File: src/design/lcdns_pkg.sv
package lcdns_pkg;

   localparam int CSR_INDEX_W = 3;
   localparam int CSR_DATA_W  = 20;
   localparam int WAIT_W      = 20;
   localparam int LCD_COLUMNS = 16;

   // register indexes
   localparam logic [CSR_INDEX_W-1:0] CSR_PULSE      = 3'd0;
   localparam logic [CSR_INDEX_W-1:0] CSR_NIBBLE_GAP = 3'd1;
   localparam logic [CSR_INDEX_W-1:0] CSR_BYTE_GAP   = 3'd2;
   localparam logic [CSR_INDEX_W-1:0] CSR_POWERUP    = 3'd3;
   localparam logic [CSR_INDEX_W-1:0] CSR_CLEAR_XTRA = 3'd4;

   // request actions
   localparam logic [2:0] ACT_TICK   = 3'd0;
   localparam logic [2:0] ACT_CMD    = 3'd1;
   localparam logic [2:0] ACT_DATA   = 3'd2;
   localparam logic [2:0] ACT_INIT   = 3'd3;
   localparam logic [2:0] ACT_CURSOR = 3'd4;
   localparam logic [2:0] ACT_CLEAR  = 3'd5;

   // sequencer phases
   localparam logic [2:0] PH_IDLE     = 3'd0;
   localparam logic [2:0] PH_POWERUP  = 3'd1;
   localparam logic [2:0] PH_HI_PULSE = 3'd2;
   localparam logic [2:0] PH_HI_GAP   = 3'd3;
   localparam logic [2:0] PH_LO_PULSE = 3'd4;
   localparam logic [2:0] PH_LO_GAP   = 3'd5;
   localparam logic [2:0] PH_EXTRA    = 3'd6;

   localparam logic [2:0] INIT_LEN = 3'd6;

   localparam logic [7:0] CMD_CLEAR   = 8'h01;
   localparam logic [7:0] CMD_ROW0    = 8'h80;
   localparam logic [7:0] CMD_ROW1    = 8'hC0;

   typedef struct packed {
      logic [2:0] action;
      logic [7:0] byte_value;
      logic [7:0] row;
      logic [7:0] column;
   } req_type;

   typedef struct packed {
      logic [3:0] data_nibble;
      logic       rs;
      logic       en;
      logic       busy_res;
      logic       rejected;
   } rsp_type;

   typedef struct packed {
      logic [7:0]  pulse_ticks;
      logic [15:0] nibble_gap_ticks;
      logic [15:0] byte_gap_ticks;
      logic [19:0] powerup_ticks;
      logic [15:0] clear_extra_ticks;
   } cfg_type;

   function automatic logic [7:0] init_byte(input logic [2:0] step);
      logic [7:0] b;
      case (step)
         3'd0:    b = 8'h33;
         3'd1:    b = 8'h32;
         3'd2:    b = 8'h28;
         3'd3:    b = 8'h0C;
         3'd4:    b = 8'h01;
         3'd5:    b = 8'h82;
         default: b = 8'h00;
      endcase
      return b;
   endfunction

   // zero count means one tick
   function automatic logic [WAIT_W-1:0] min_one16(input logic [15:0] v);
      return (v == 16'd0) ? WAIT_W'(1) : WAIT_W'(v);
   endfunction

   function automatic logic [WAIT_W-1:0] min_one8(input logic [7:0] v);
      return (v == 8'd0) ? WAIT_W'(1) : WAIT_W'(v);
   endfunction

endpackage

File: src/design/char_lcd_nibble_sequencer.sv
// A request waits in the input register until the result register is free;
// then its result is loaded into the result register.
// Throughput: one request per cycle unless the result stalls; the input and
// result registers hold one request each; the state update is combinational.
// Reset (synchronous, active high) empties both registers, sets the
// sequencer idle with all timing state cleared, and loads the register
// defaults.
module char_lcd_nibble_sequencer
   import lcdns_pkg::*;
#(
   parameter int COLUMNS = LCD_COLUMNS
)
(
   input  logic                   clock,
   input  logic                   reset,
   input  logic                   req_valid,
   output logic                   req_stall,
   input  req_type                req_data,
   output logic                   rsp_valid,
   input  logic                   rsp_stall,
   output rsp_type                rsp_data,
   input  logic                   csr_we,
   input  logic [CSR_INDEX_W-1:0] csr_index,
   input  logic [CSR_DATA_W-1:0]  csr_wdata
);

   cfg_type cfg;
   rsp_type core_result;

   logic    in_valid_ff;
   req_type in_data_ff;
   logic    rsp_valid_ff;
   rsp_type rsp_data_ff;
   logic    advance;
   logic    req_take;

   assign advance   = in_valid_ff && (!rsp_valid_ff || !rsp_stall);
   assign req_stall = in_valid_ff && !advance;
   assign req_take  = req_valid && !req_stall;

   lcdns_csr u_csr (
      .clock     (clock),
      .reset     (reset),
      .csr_we    (csr_we),
      .csr_index (csr_index),
      .csr_wdata (csr_wdata),
      .cfg       (cfg)
   );

   lcdns_core #(
      .COLUMNS (COLUMNS)
   ) u_core (
      .clock   (clock),
      .reset   (reset),
      .step_en (advance),
      .req     (in_data_ff),
      .cfg     (cfg),
      .result  (core_result)
   );

   always_ff @(posedge clock) begin
      if (reset) begin
         in_valid_ff <= 1'b0;
      end else if (req_take) begin
         in_valid_ff <= 1'b1;
      end else if (advance) begin
         in_valid_ff <= 1'b0;
      end
   end

   always_ff @(posedge clock) begin
      if (req_take) begin
         in_data_ff <= req_data;
      end
   end

   always_ff @(posedge clock) begin
      if (reset) begin
         rsp_valid_ff <= 1'b0;
      end else if (advance) begin
         rsp_valid_ff <= 1'b1;
      end else if (!rsp_stall) begin
         rsp_valid_ff <= 1'b0;
      end
   end

   always_ff @(posedge clock) begin
      if (advance) begin
         rsp_data_ff <= core_result;
      end
   end

   assign rsp_valid = rsp_valid_ff;
   assign rsp_data  = rsp_data_ff;

`ifndef ASSERT_OFF
   // strobe only while a sequence runs
   a_en_needs_busy: assert property (@(posedge clock) disable iff (reset)
      rsp_valid_ff |-> (!rsp_data_ff.en || rsp_data_ff.busy_res))
      else $error("en high while not busy");

   // a held result blocks the input stage
   a_hold_blocks: assert property (@(posedge clock) disable iff (reset)
      (rsp_valid_ff && rsp_stall) |-> !advance)
      else $error("result overwritten while stalled");

   // a new request only lands in a free or draining input register
   a_no_overrun: assert property (@(posedge clock) disable iff (reset)
      req_take |-> (!in_valid_ff || advance))
      else $error("input register overrun");

   // a processed request always yields a result next cycle
   a_result_follows: assert property (@(posedge clock) disable iff (reset)
      advance |=> rsp_valid_ff)
      else $error("result lost");
`endif

endmodule

File: src/design/lcdns_csr.sv
module lcdns_csr
   import lcdns_pkg::*;
(
   input  logic                   clock,
   input  logic                   reset,
   input  logic                   csr_we,
   input  logic [CSR_INDEX_W-1:0] csr_index,
   input  logic [CSR_DATA_W-1:0]  csr_wdata,
   output cfg_type                cfg
);

   cfg_type cfg_ff;

   always_ff @(posedge clock) begin
      if (reset) begin
         cfg_ff.pulse_ticks       <= 8'd1;
         cfg_ff.nibble_gap_ticks  <= 16'd100;
         cfg_ff.byte_gap_ticks    <= 16'd2000;
         cfg_ff.powerup_ticks     <= 20'd200000;
         cfg_ff.clear_extra_ticks <= 16'd2000;
      end else if (csr_we) begin
         case (csr_index)
            CSR_PULSE:      cfg_ff.pulse_ticks       <= csr_wdata[7:0];
            CSR_NIBBLE_GAP: cfg_ff.nibble_gap_ticks  <= csr_wdata[15:0];
            CSR_BYTE_GAP:   cfg_ff.byte_gap_ticks    <= csr_wdata[15:0];
            CSR_POWERUP:    cfg_ff.powerup_ticks     <= csr_wdata[19:0];
            CSR_CLEAR_XTRA: cfg_ff.clear_extra_ticks <= csr_wdata[15:0];
            default: ;
         endcase
      end
   end

   assign cfg = cfg_ff;

endmodule

File: src/design/lcdns_core.sv
module lcdns_core
   import lcdns_pkg::*;
#(
   parameter int COLUMNS = LCD_COLUMNS
)
(
   input  logic    clock,
   input  logic    reset,
   input  logic    step_en,
   input  req_type req,
   input  cfg_type cfg,
   output rsp_type result
);

   localparam logic [7:0] ColLimit = 8'(COLUMNS);

   logic [2:0]        phase_ff, phase_in;
   logic [WAIT_W-1:0] wait_ff, wait_in;
   logic [7:0]        byte_ff, byte_in;
   logic              rs_ff, rs_in;
   logic [2:0]        init_ff, init_in;
   logic              extra_ff, extra_in;
   logic [3:0]        nibble_ff, nibble_in;

   logic              start;
   logic [7:0]        start_byte;
   logic              start_rs;
   logic              rej;

   always_comb begin
      phase_in   = phase_ff;
      wait_in    = wait_ff;
      byte_in    = byte_ff;
      rs_in      = rs_ff;
      init_in    = init_ff;
      extra_in   = extra_ff;
      nibble_in  = nibble_ff;
      start      = 1'b0;
      start_byte = 8'h00;
      start_rs   = 1'b0;
      rej        = 1'b0;

      if (step_en) begin
         if (req.action == ACT_TICK) begin
            if (phase_ff != PH_IDLE) begin
               if (wait_ff > WAIT_W'(1)) begin
                  wait_in = wait_ff - WAIT_W'(1);
               end else begin
                  wait_in = '0;
                  case (phase_ff)
                     PH_POWERUP: begin
                        init_in    = 3'd1;
                        start      = 1'b1;
                        start_byte = init_byte(3'd0);
                     end
                     PH_HI_PULSE: begin
                        phase_in = PH_HI_GAP;
                        wait_in  = min_one16(cfg.nibble_gap_ticks);
                     end
                     PH_HI_GAP: begin
                        nibble_in = byte_ff[3:0];
                        phase_in  = PH_LO_PULSE;
                        wait_in   = min_one8(cfg.pulse_ticks);
                     end
                     PH_LO_PULSE: begin
                        phase_in = PH_LO_GAP;
                        wait_in  = min_one16(cfg.byte_gap_ticks);
                     end
                     PH_LO_GAP: begin
                        if (init_ff != 3'd0 && init_ff < INIT_LEN) begin
                           init_in    = init_ff + 3'd1;
                           start      = 1'b1;
                           start_byte = init_byte(init_ff);
                        end else begin
                           init_in  = 3'd0;
                           extra_in = 1'b0;
                           if (extra_ff && cfg.clear_extra_ticks != 16'd0) begin
                              phase_in = PH_EXTRA;
                              wait_in  = WAIT_W'(cfg.clear_extra_ticks);
                           end else begin
                              phase_in = PH_IDLE;
                           end
                        end
                     end
                     default: begin
                        phase_in = PH_IDLE;
                     end
                  endcase
               end
            end
         end else if (req.action <= ACT_CLEAR) begin
            if (phase_ff != PH_IDLE) begin
               rej = 1'b1;
            end else begin
               case (req.action)
                  ACT_CMD: begin
                     start      = 1'b1;
                     start_byte = req.byte_value;
                  end
                  ACT_DATA: begin
                     start      = 1'b1;
                     start_byte = req.byte_value;
                     start_rs   = 1'b1;
                  end
                  ACT_INIT: begin
                     rs_in   = 1'b0;
                     init_in = 3'd1;
                     if (cfg.powerup_ticks == 20'd0) begin
                        start      = 1'b1;
                        start_byte = init_byte(3'd0);
                     end else begin
                        phase_in = PH_POWERUP;
                        wait_in  = cfg.powerup_ticks;
                     end
                  end
                  ACT_CURSOR: begin
                     if (req.column < ColLimit && req.row <= 8'd1) begin
                        start      = 1'b1;
                        start_byte = ((req.row == 8'd0) ? CMD_ROW0 : CMD_ROW1)
                                     | {4'h0, req.column[3:0]};
                     end else begin
                        rej = 1'b1;
                     end
                  end
                  default: begin
                     extra_in   = 1'b1;
                     start      = 1'b1;
                     start_byte = CMD_CLEAR;
                  end
               endcase
            end
         end
      end

      if (start) begin
         byte_in   = start_byte;
         rs_in     = start_rs;
         nibble_in = start_byte[7:4];
         phase_in  = PH_HI_PULSE;
         wait_in   = min_one8(cfg.pulse_ticks);
      end
   end

   always_ff @(posedge clock) begin
      if (reset) begin
         phase_ff  <= PH_IDLE;
         wait_ff   <= '0;
         byte_ff   <= '0;
         rs_ff     <= 1'b0;
         init_ff   <= 3'd0;
         extra_ff  <= 1'b0;
         nibble_ff <= 4'h0;
      end else begin
         phase_ff  <= phase_in;
         wait_ff   <= wait_in;
         byte_ff   <= byte_in;
         rs_ff     <= rs_in;
         init_ff   <= init_in;
         extra_ff  <= extra_in;
         nibble_ff <= nibble_in;
      end
   end

   always_comb begin
      result.data_nibble = nibble_in;
      result.rs          = rs_in;
      result.en          = (phase_in == PH_HI_PULSE) || (phase_in == PH_LO_PULSE);
      result.busy_res    = (phase_in != PH_IDLE);
      result.rejected    = rej;
   end

endmodule
File: config.mk
export PLATFORM = sky130hd
export DESIGN_NAME = char_lcd_nibble_sequencer
export DESIGN_NICKNAME = d
export VERILOG_FILES = /design/src/design/lcdns_pkg.sv /design/src/design/char_lcd_nibble_sequencer.sv /design/src/design/lcdns_csr.sv /design/src/design/lcdns_core.sv
export SDC_FILE = /design/constraint.sdc
export NUM_CORES = 1
export LEC_CHECK = 0
export BUFFER_PORTS_ARGS = -buffer_cell sky130_fd_sc_hd__buf_2
export CAP_MARGIN = 20
export CORE_AREA = 2 2 142 144
export DETAILED_ROUTE_END_ITERATION = 10
export DIE_AREA = 0 0 144 146
export PLACE_DENSITY_LB_ADDON = 0.1
export SLEW_MARGIN = 20
export SYNTH_ARGS = -nofsm -noshare
export SYNTH_HDL_FRONTEND = slang
export SYNTH_HIERARCHICAL = 1
export SYNTH_SLANG_ARGS = --single-unit
export TNS_END_PERCENT = 5
File: constraint.sdc
create_clock -name clock -period 3.73 [get_ports clock]
set_clock_uncertainty 0.05 [all_clocks]
set_input_delay 0.746 -clock clock [delete_from_list [all_inputs] [get_ports clock]]
set_output_delay 0.746 -clock clock [all_outputs]
set_load 0.05 [all_outputs]
* After elaboration in Yosys (flattened, before gate mapping)
Cells that the tools add are included.
** Operators by class
- Add/subtract/negate cells :: 2
- Magnitude comparators :: 5
- Equal/unequal tests :: 31
- Mux-type cells :: 91
- Bitwise logic cells :: 2
- Reductions and logical operators :: 41
** Operators by type and width (number)
- 20-bit two-way mux :: 10
- 20-bit case mux with 4 select lines :: 1
- 8-bit two-way mux :: 9
- 3-bit two-way mux :: 18
- 16-bit two-way mux :: 3
- 8-bit case mux with 6 select lines :: 1
- 1-bit two-way mux :: 35
- 16-bit zero test :: 2
- 3-bit by 2-bit equality test with 1-bit output, second input constant :: 9
- 4-bit two-way mux :: 6
- 8-bit case mux with 3 select lines :: 1
- 3-bit equality test, second input constant :: 7
- 20-bit by 1-bit greater-than comparator with 1-bit output, second input constant :: 1
- 20-bit zero test :: 1
- 20-bit by 1-bit subtractor with 20-bit output, second input constant :: 1
- 8-bit zero test :: 2
- 8-bit case mux with 2 select lines :: 1
- 16-bit nonzero test :: 1
- 3-bit case mux with 5 select lines :: 1
- 3-bit nonzero test :: 5
- 3-bit by 1-bit equality test with 1-bit output, second input constant :: 4
- 2-bit AND reduction :: 5
- 3-bit zero test :: 3
- 8-bit by 1-bit less-or-equal comparator with 1-bit output, second input constant :: 1
- 24 further kinds :: 44
** Word-level totals
- Register bits after elaboration :: 149
- Input port bits :: 55
- Output and inout bits :: 10

* Logic depth before layout (Yosys ltp)
- Depth in word-level cells :: 12
- Gate-level depth with buffers :: 11

* By module
The synthesis kept the hierarchy.
** By module, submodules not included
- lcdns_core :: times used 1, cells each 467, area an instance 3465.8 µm², sequential area each 720.7 µm²
- lcdns_csr :: times used 1, cells each 289, area an instance 3089.2 µm², sequential area each 1521.5 µm²
- char_lcd_nibble_sequencer :: times used 1, cells each 45, area an instance 1137.3 µm², sequential area each 1091.0 µm²

* Worst setup path after synthesis
OpenSTA, ideal clock, no wires.
- Path type :: input -> register
- Start point :: in rsp_stall
- End point :: reg rsp_data_ff, in the netlist rsp_data[1] (data pin)
- Library setup time :: 0.272 ns
- Arrival time :: 3.104 ns
- Required time :: 3.408 ns
- Slack :: 0.304 ns
- Cell stages on the path :: 8
- Buffers on the path :: 1
- Cells stage by stage :: a21boi_0 > clkbuf_1 > nor2b_1 > nand2_1 > nor3_4 > o21ai_1 > mux2i_1 > or4b_1
** RTL lines
- start: declaration :: line char_lcd_nibble_sequencer.sv:20 : input logic rsp_stall,
- end signal: assignment :: line char_lcd_nibble_sequencer.sv:89 : rsp_data_ff <= core_result;
- end: declaration :: line char_lcd_nibble_sequencer.sv:33 : rsp_type rsp_data_ff;

* Final worst setup path
- Start point :: reg u_core.init_ff[1]
- End point :: reg u_core.wait_ff[8]
** Between the ends
- Cells in the longest elaborated chain, start to end :: 10
- Elaborated cells on any way between the ends :: 23
- Those cells by class :: order compare (1); eq/ne (3); mux (13); reduce/logical (6)
** RTL lines
- start: declaration :: line lcdns_core.sv:21 : logic [2:0] init_ff, init_in;
- start signal: assignment :: line lcdns_core.sv:158 : init_ff <= init_in;
- 3-bit < comparator or 3-bit nonzero test (tied branches) :: line lcdns_core.sv:70 : if (init_ff != 3'd0 && init_ff < INIT_LEN) begin
- 1-bit logical AND * :: line lcdns_core.sv:70
- 1-bit two-way mux :: line lcdns_core.sv:70
- 1-bit case mux with 2 select lines :: line lcdns_core.sv:50 : case (phase_ff)
- 1-bit two-way mux :: line lcdns_core.sv:46 : if (wait_ff > WAIT_W'(1)) begin
- 1-bit two-way mux :: line lcdns_core.sv:45 : if (phase_ff != PH_IDLE) begin
- 1-bit two-way mux :: line lcdns_core.sv:44 : if (req.action == ACT_TICK) begin
- 1-bit two-way mux :: line lcdns_core.sv:43 : if (step_en) begin
- 3-bit by 1-bit != test with 1-bit output (no source line) (tied with other cells)
- 6-bit AND reduction (no source line)
- end signal: assignment :: line lcdns_core.sv:155 : wait_ff <= wait_in;
- end: declaration :: line lcdns_core.sv:18 : logic [WAIT_W-1:0] wait_ff, wait_in;
Mark *: on every way between the ends. The rest lies on a longest branch, timed or not. The select of a mux whose other input is x is not followed.
A chain may end at the register's enable or synchronous reset.

==> flow_metrics.env <==
export IMPL_fin_crit_sh_pct=81.4
export IMPL_rows=51
export IMPL_grt_remaining_overflow=0
export IMPL_grt_first_pass_wirelength_mm=34.2
export IMPL_antenna_found_initial=0
export IMPL_clkTransAtPathRegs_ps=60
export IMPL_areaGrowthSynthToFinish_pct=14.2
export IMPL_gp_congestion=0.871
export IMPL_ys_seq_area_share_pct=43.3
export IMPL_cp_required_ps=3950
export IMPL_setup_violations=0
export IMPL_hpwlAfterDp_mm=16.0
export IMPL_die_height_um=146
export IMPL_pin_count=65
export IMPL_drtIter0Drc=674
export IMPL_drt_wl_total_mm=21.7
export IMPL_syn_inst=801
export IMPL_nNetsFinal=910
export IMPL_cts_tree="built"
export IMPL_clock_sinks=149
export IMPL_grt_usage_pct=20.9
export IMPL_routed_via_count=6292
export IMPL_regArea_um2=3330
export IMPL_ctsHoldBuffers=0
export IMPL_ys_flop_type="dfxtp_1"
export IMPL_grt_max_degree=50
export IMPL_synth_fp_nets=863
export IMPL_final_max_slew_violation_count=0
export IMPL_num_antenna_cells=0
export IMPL_drt_drc_violations_left=0
export IMPL_ys_types=73
export IMPL_drtAntennaViolNets=0
export IMPL_drv_cap=0
export IMPL_fillers=1867
export IMPL_clk_latency_ps=420
export IMPL_wl_per_cell_um=19.3
export IMPL_ys_ff_latch=149
export IMPL_worstMarginPinSlew_ps=1050
export IMPL_status="finished clean"
export IMPL_initial_core_util_pct=39.8
export IMPL_cts_resized=0
export IMPL_min_period_ps=3040
export IMPL_leakage_nw=3.38
export IMPL_post_cts_setup_buffers=0
export IMPL_htree_levels=4
export IMPL_cp_max_fo=13
export IMPL_fp_coreArea_um2=19300
export IMPL_hp_class="primary input to flop"
export IMPL_rsz0062_at_grt="false"
export IMPL_fmax_mhz=329
export IMPL_path_class="flop to flop"
export IMPL_numCtsBuffers=17
export IMPL_io_buffer_count=64
export IMPL_async_flop_share_pct=0
export IMPL_startpoint_type="flop"
export IMPL_synth_edf_count=35
export IMPL_hold_violations=0
export IMPL_synthesis_area_um2=7690
export IMPL_cts_root_buffer="clkbuf_16"
export IMPL_multiInputGateArea_um2=4070
export IMPL_relSlewSlack_pct=29.9
export IMPL_ir_worst_vdd_v=0.000335
export IMPL_die_w_um=144
export IMPL_drive_gt1_share_pct=17.0
export IMPL_cts_buffer_depth=2
export IMPL_cp_arrival_ps=3260
export IMPL_post_route_util_pct=45.4
export IMPL_yosys_warnings=6
export IMPL_tns_ps=0
export IMPL_worstSetupEndpointType="flop"
export IMPL_powerDensity_nw_per_um2=442
export IMPL_die_area_um2=21000
export IMPL_grt_pass1_vias=6085
export IMPL_dr_pass1_iters=6
export IMPL_vias_per_cell=5.59
export IMPL_avgSynthCellArea_um2=9.60
==> state kept, by name (all words and copies together) (netlist names), 3 cells and up <==
name / flops
u_core/nibble_ff: 4
u_csr/cfg: 76
u_core/wait_ff: 20
u_core/init_ff: 3
rsp_data: 8
u_core/byte_ff: 4
in_data_ff: 27
u_core/phase_ff: 3
==> path summary, 6_finish.rpt <==
check / startpoint / end / slack [ps] / depth (start not counted)
setup / recovery: u_core/init_ff[1]$_SDFFE_PP0P_ / u_core/wait_ff[8]$_SDFFE_PP0P_ / 690 / 9
hold / removal: req_data[10] / in_data_ff[10]$_DFFE_PP_ / 440 / 1
setup reg to reg: u_core/init_ff[1]$_SDFFE_PP0P_ / u_core/wait_ff[8]$_SDFFE_PP0P_ / 690 / 9
hold reg to reg: u_core/byte_ff[1]$_SDFFE_PP0N_ / u_core/byte_ff[1]$_SDFFE_PP0N_ / 450 / 2
==> cells in the final DEF, fill, tap and decap left out, types with 4 or more instances in the layout <==
master / netlist / routed
nor3_1: 29 / 28
or3_1: 8 / 8
and2_1: 4 / 4
xnor2_1: 12 / 12
a21oi_1: 31 / 31
mux2i_1: 86 / 86
buf_4: 4 / 16
o21ai_0: 17 / 17
ha_1: 7 / 7
nor4_1: 30 / 30
mux2_2: 6 / 6
xor2_1: 6 / 6
a211oi_1: 9 / 9
dfxtp_1: 114 / 114
a221oi_1: 4 / 4
buf_2: 21 / 63
nor2_1: 92 / 91
a222oi_1: 9 / 9
or4_1: 6 / 6
o221ai_1: 9 / 9
nand2_1: 43 / 43
edfxtp_1: 35 / 35
a22oi_1: 7 / 7
o211ai_1: 13 / 13
clkbuf_16: 0 / 17
inv_1: 11 / 11
nand2b_1: 76 / 76
nand4_1: 7 / 7
a21oi_2: 4 / 4
inv_6: 0 / 5
nor2b_1: 9 / 9
==> layout make-up <==
cell class	count	area share, %
Timing Repair Buffer	80	5.19
Sequential cell	149	37.9
Tap cell	265	3.77
Clock buffer	19	4.93
Clock inverter	13	1.40
Inverter	11	0.470
Multi-Input combinational cell	589	46.3
==> through the flow <==
stage / setup WS [ps] / hold slack, ps / power (mW) / cell area [um2] / instances
after floorplan: 304 / 403 / 2.12 / 7690 / 801
after detailed placement: 589 / 437 / 2.28 / 8230 / 1094
after global routing: 485 / 428 / 4.04 / 8780 / 1126
after CTS: 740 / 428 / 3.92 / 8780 / 1126
after global placement: 666 / 418 / 2.27 / 8230 / 1094
final: 694 / 444 / 3.88 / 8780 / 1126
==> critical path: stages (launching register included) <==
cell and delay (ps):
dfxtp_1 470, inv_1 140, ha_1 240, mux2_2 350, and3_1 270, and2_1 380, a222oi_1 440, nor2_1 90
a2111oi_0 350, nor3_1 90
==> Yosys cell counts (all sizes together), types with 7 or more instances <==
library cell	number	share of area [%]
dfxtp	114	30
xnor2	12	1.4
or4	8	0.88
inv	11	0.54
or3	8	0.65
nor4	35	3.5
o221ai	10	1.2
clkbuf	24	1.2
nand2	43	2.1
o211ai	13	1.3
buf	28	2.2
nand4	7	0.57
a21oi	35	2.5
a22oi	8	0.85
nor3	32	2.4
nor2b	10	0.91
ha	7	1.1
nor2	92	4.5
o21ai	19	1.2
a222oi	9	1.2
nand2b	76	6.2
mux2i	86	11
a211oi	12	1.4
edfxtp	35	14
==> routing by layer <==
| metal | track usage, % | share of wire (%) | vias up |
|---|---|---|---|
| met5 | 0 | 0 | - |
| met4 | 6.13 | 1.7 | 0 |
| met3 | 3.39 | 4.9 | 28 |
| met2 | 31.1 | 44 | 211 |
| met1 | 31.1 | 49 | 3015 |
| li1 | - | - | 3038 |
==> where the power goes <==
group | switching [mW] | total, mW | leakage, nW | internal [mW]
combinational | 0.306 | 0.490 | 1.84 | 0.184
sequential | 0.0468 | 1.76 | 1.27 | 1.71
clock | 0.708 | 1.63 | 0.273 | 0.927
==> kinds of logic after synthesis <==
| family | synth area share [%] |
|---|---|
| adders and majority gates | 1.27 |
| AOI/OAI and AO/OA | 12.4 |
| buffers and inverters | 3.90 |
| and+or+nand+nor | 24.9 |
| muxes | 12.1 |
| xor gates and xnor gates | 2.05 |
| DFF | 43.3 |
No activity file was read; power rests on OpenSTA's default activity.
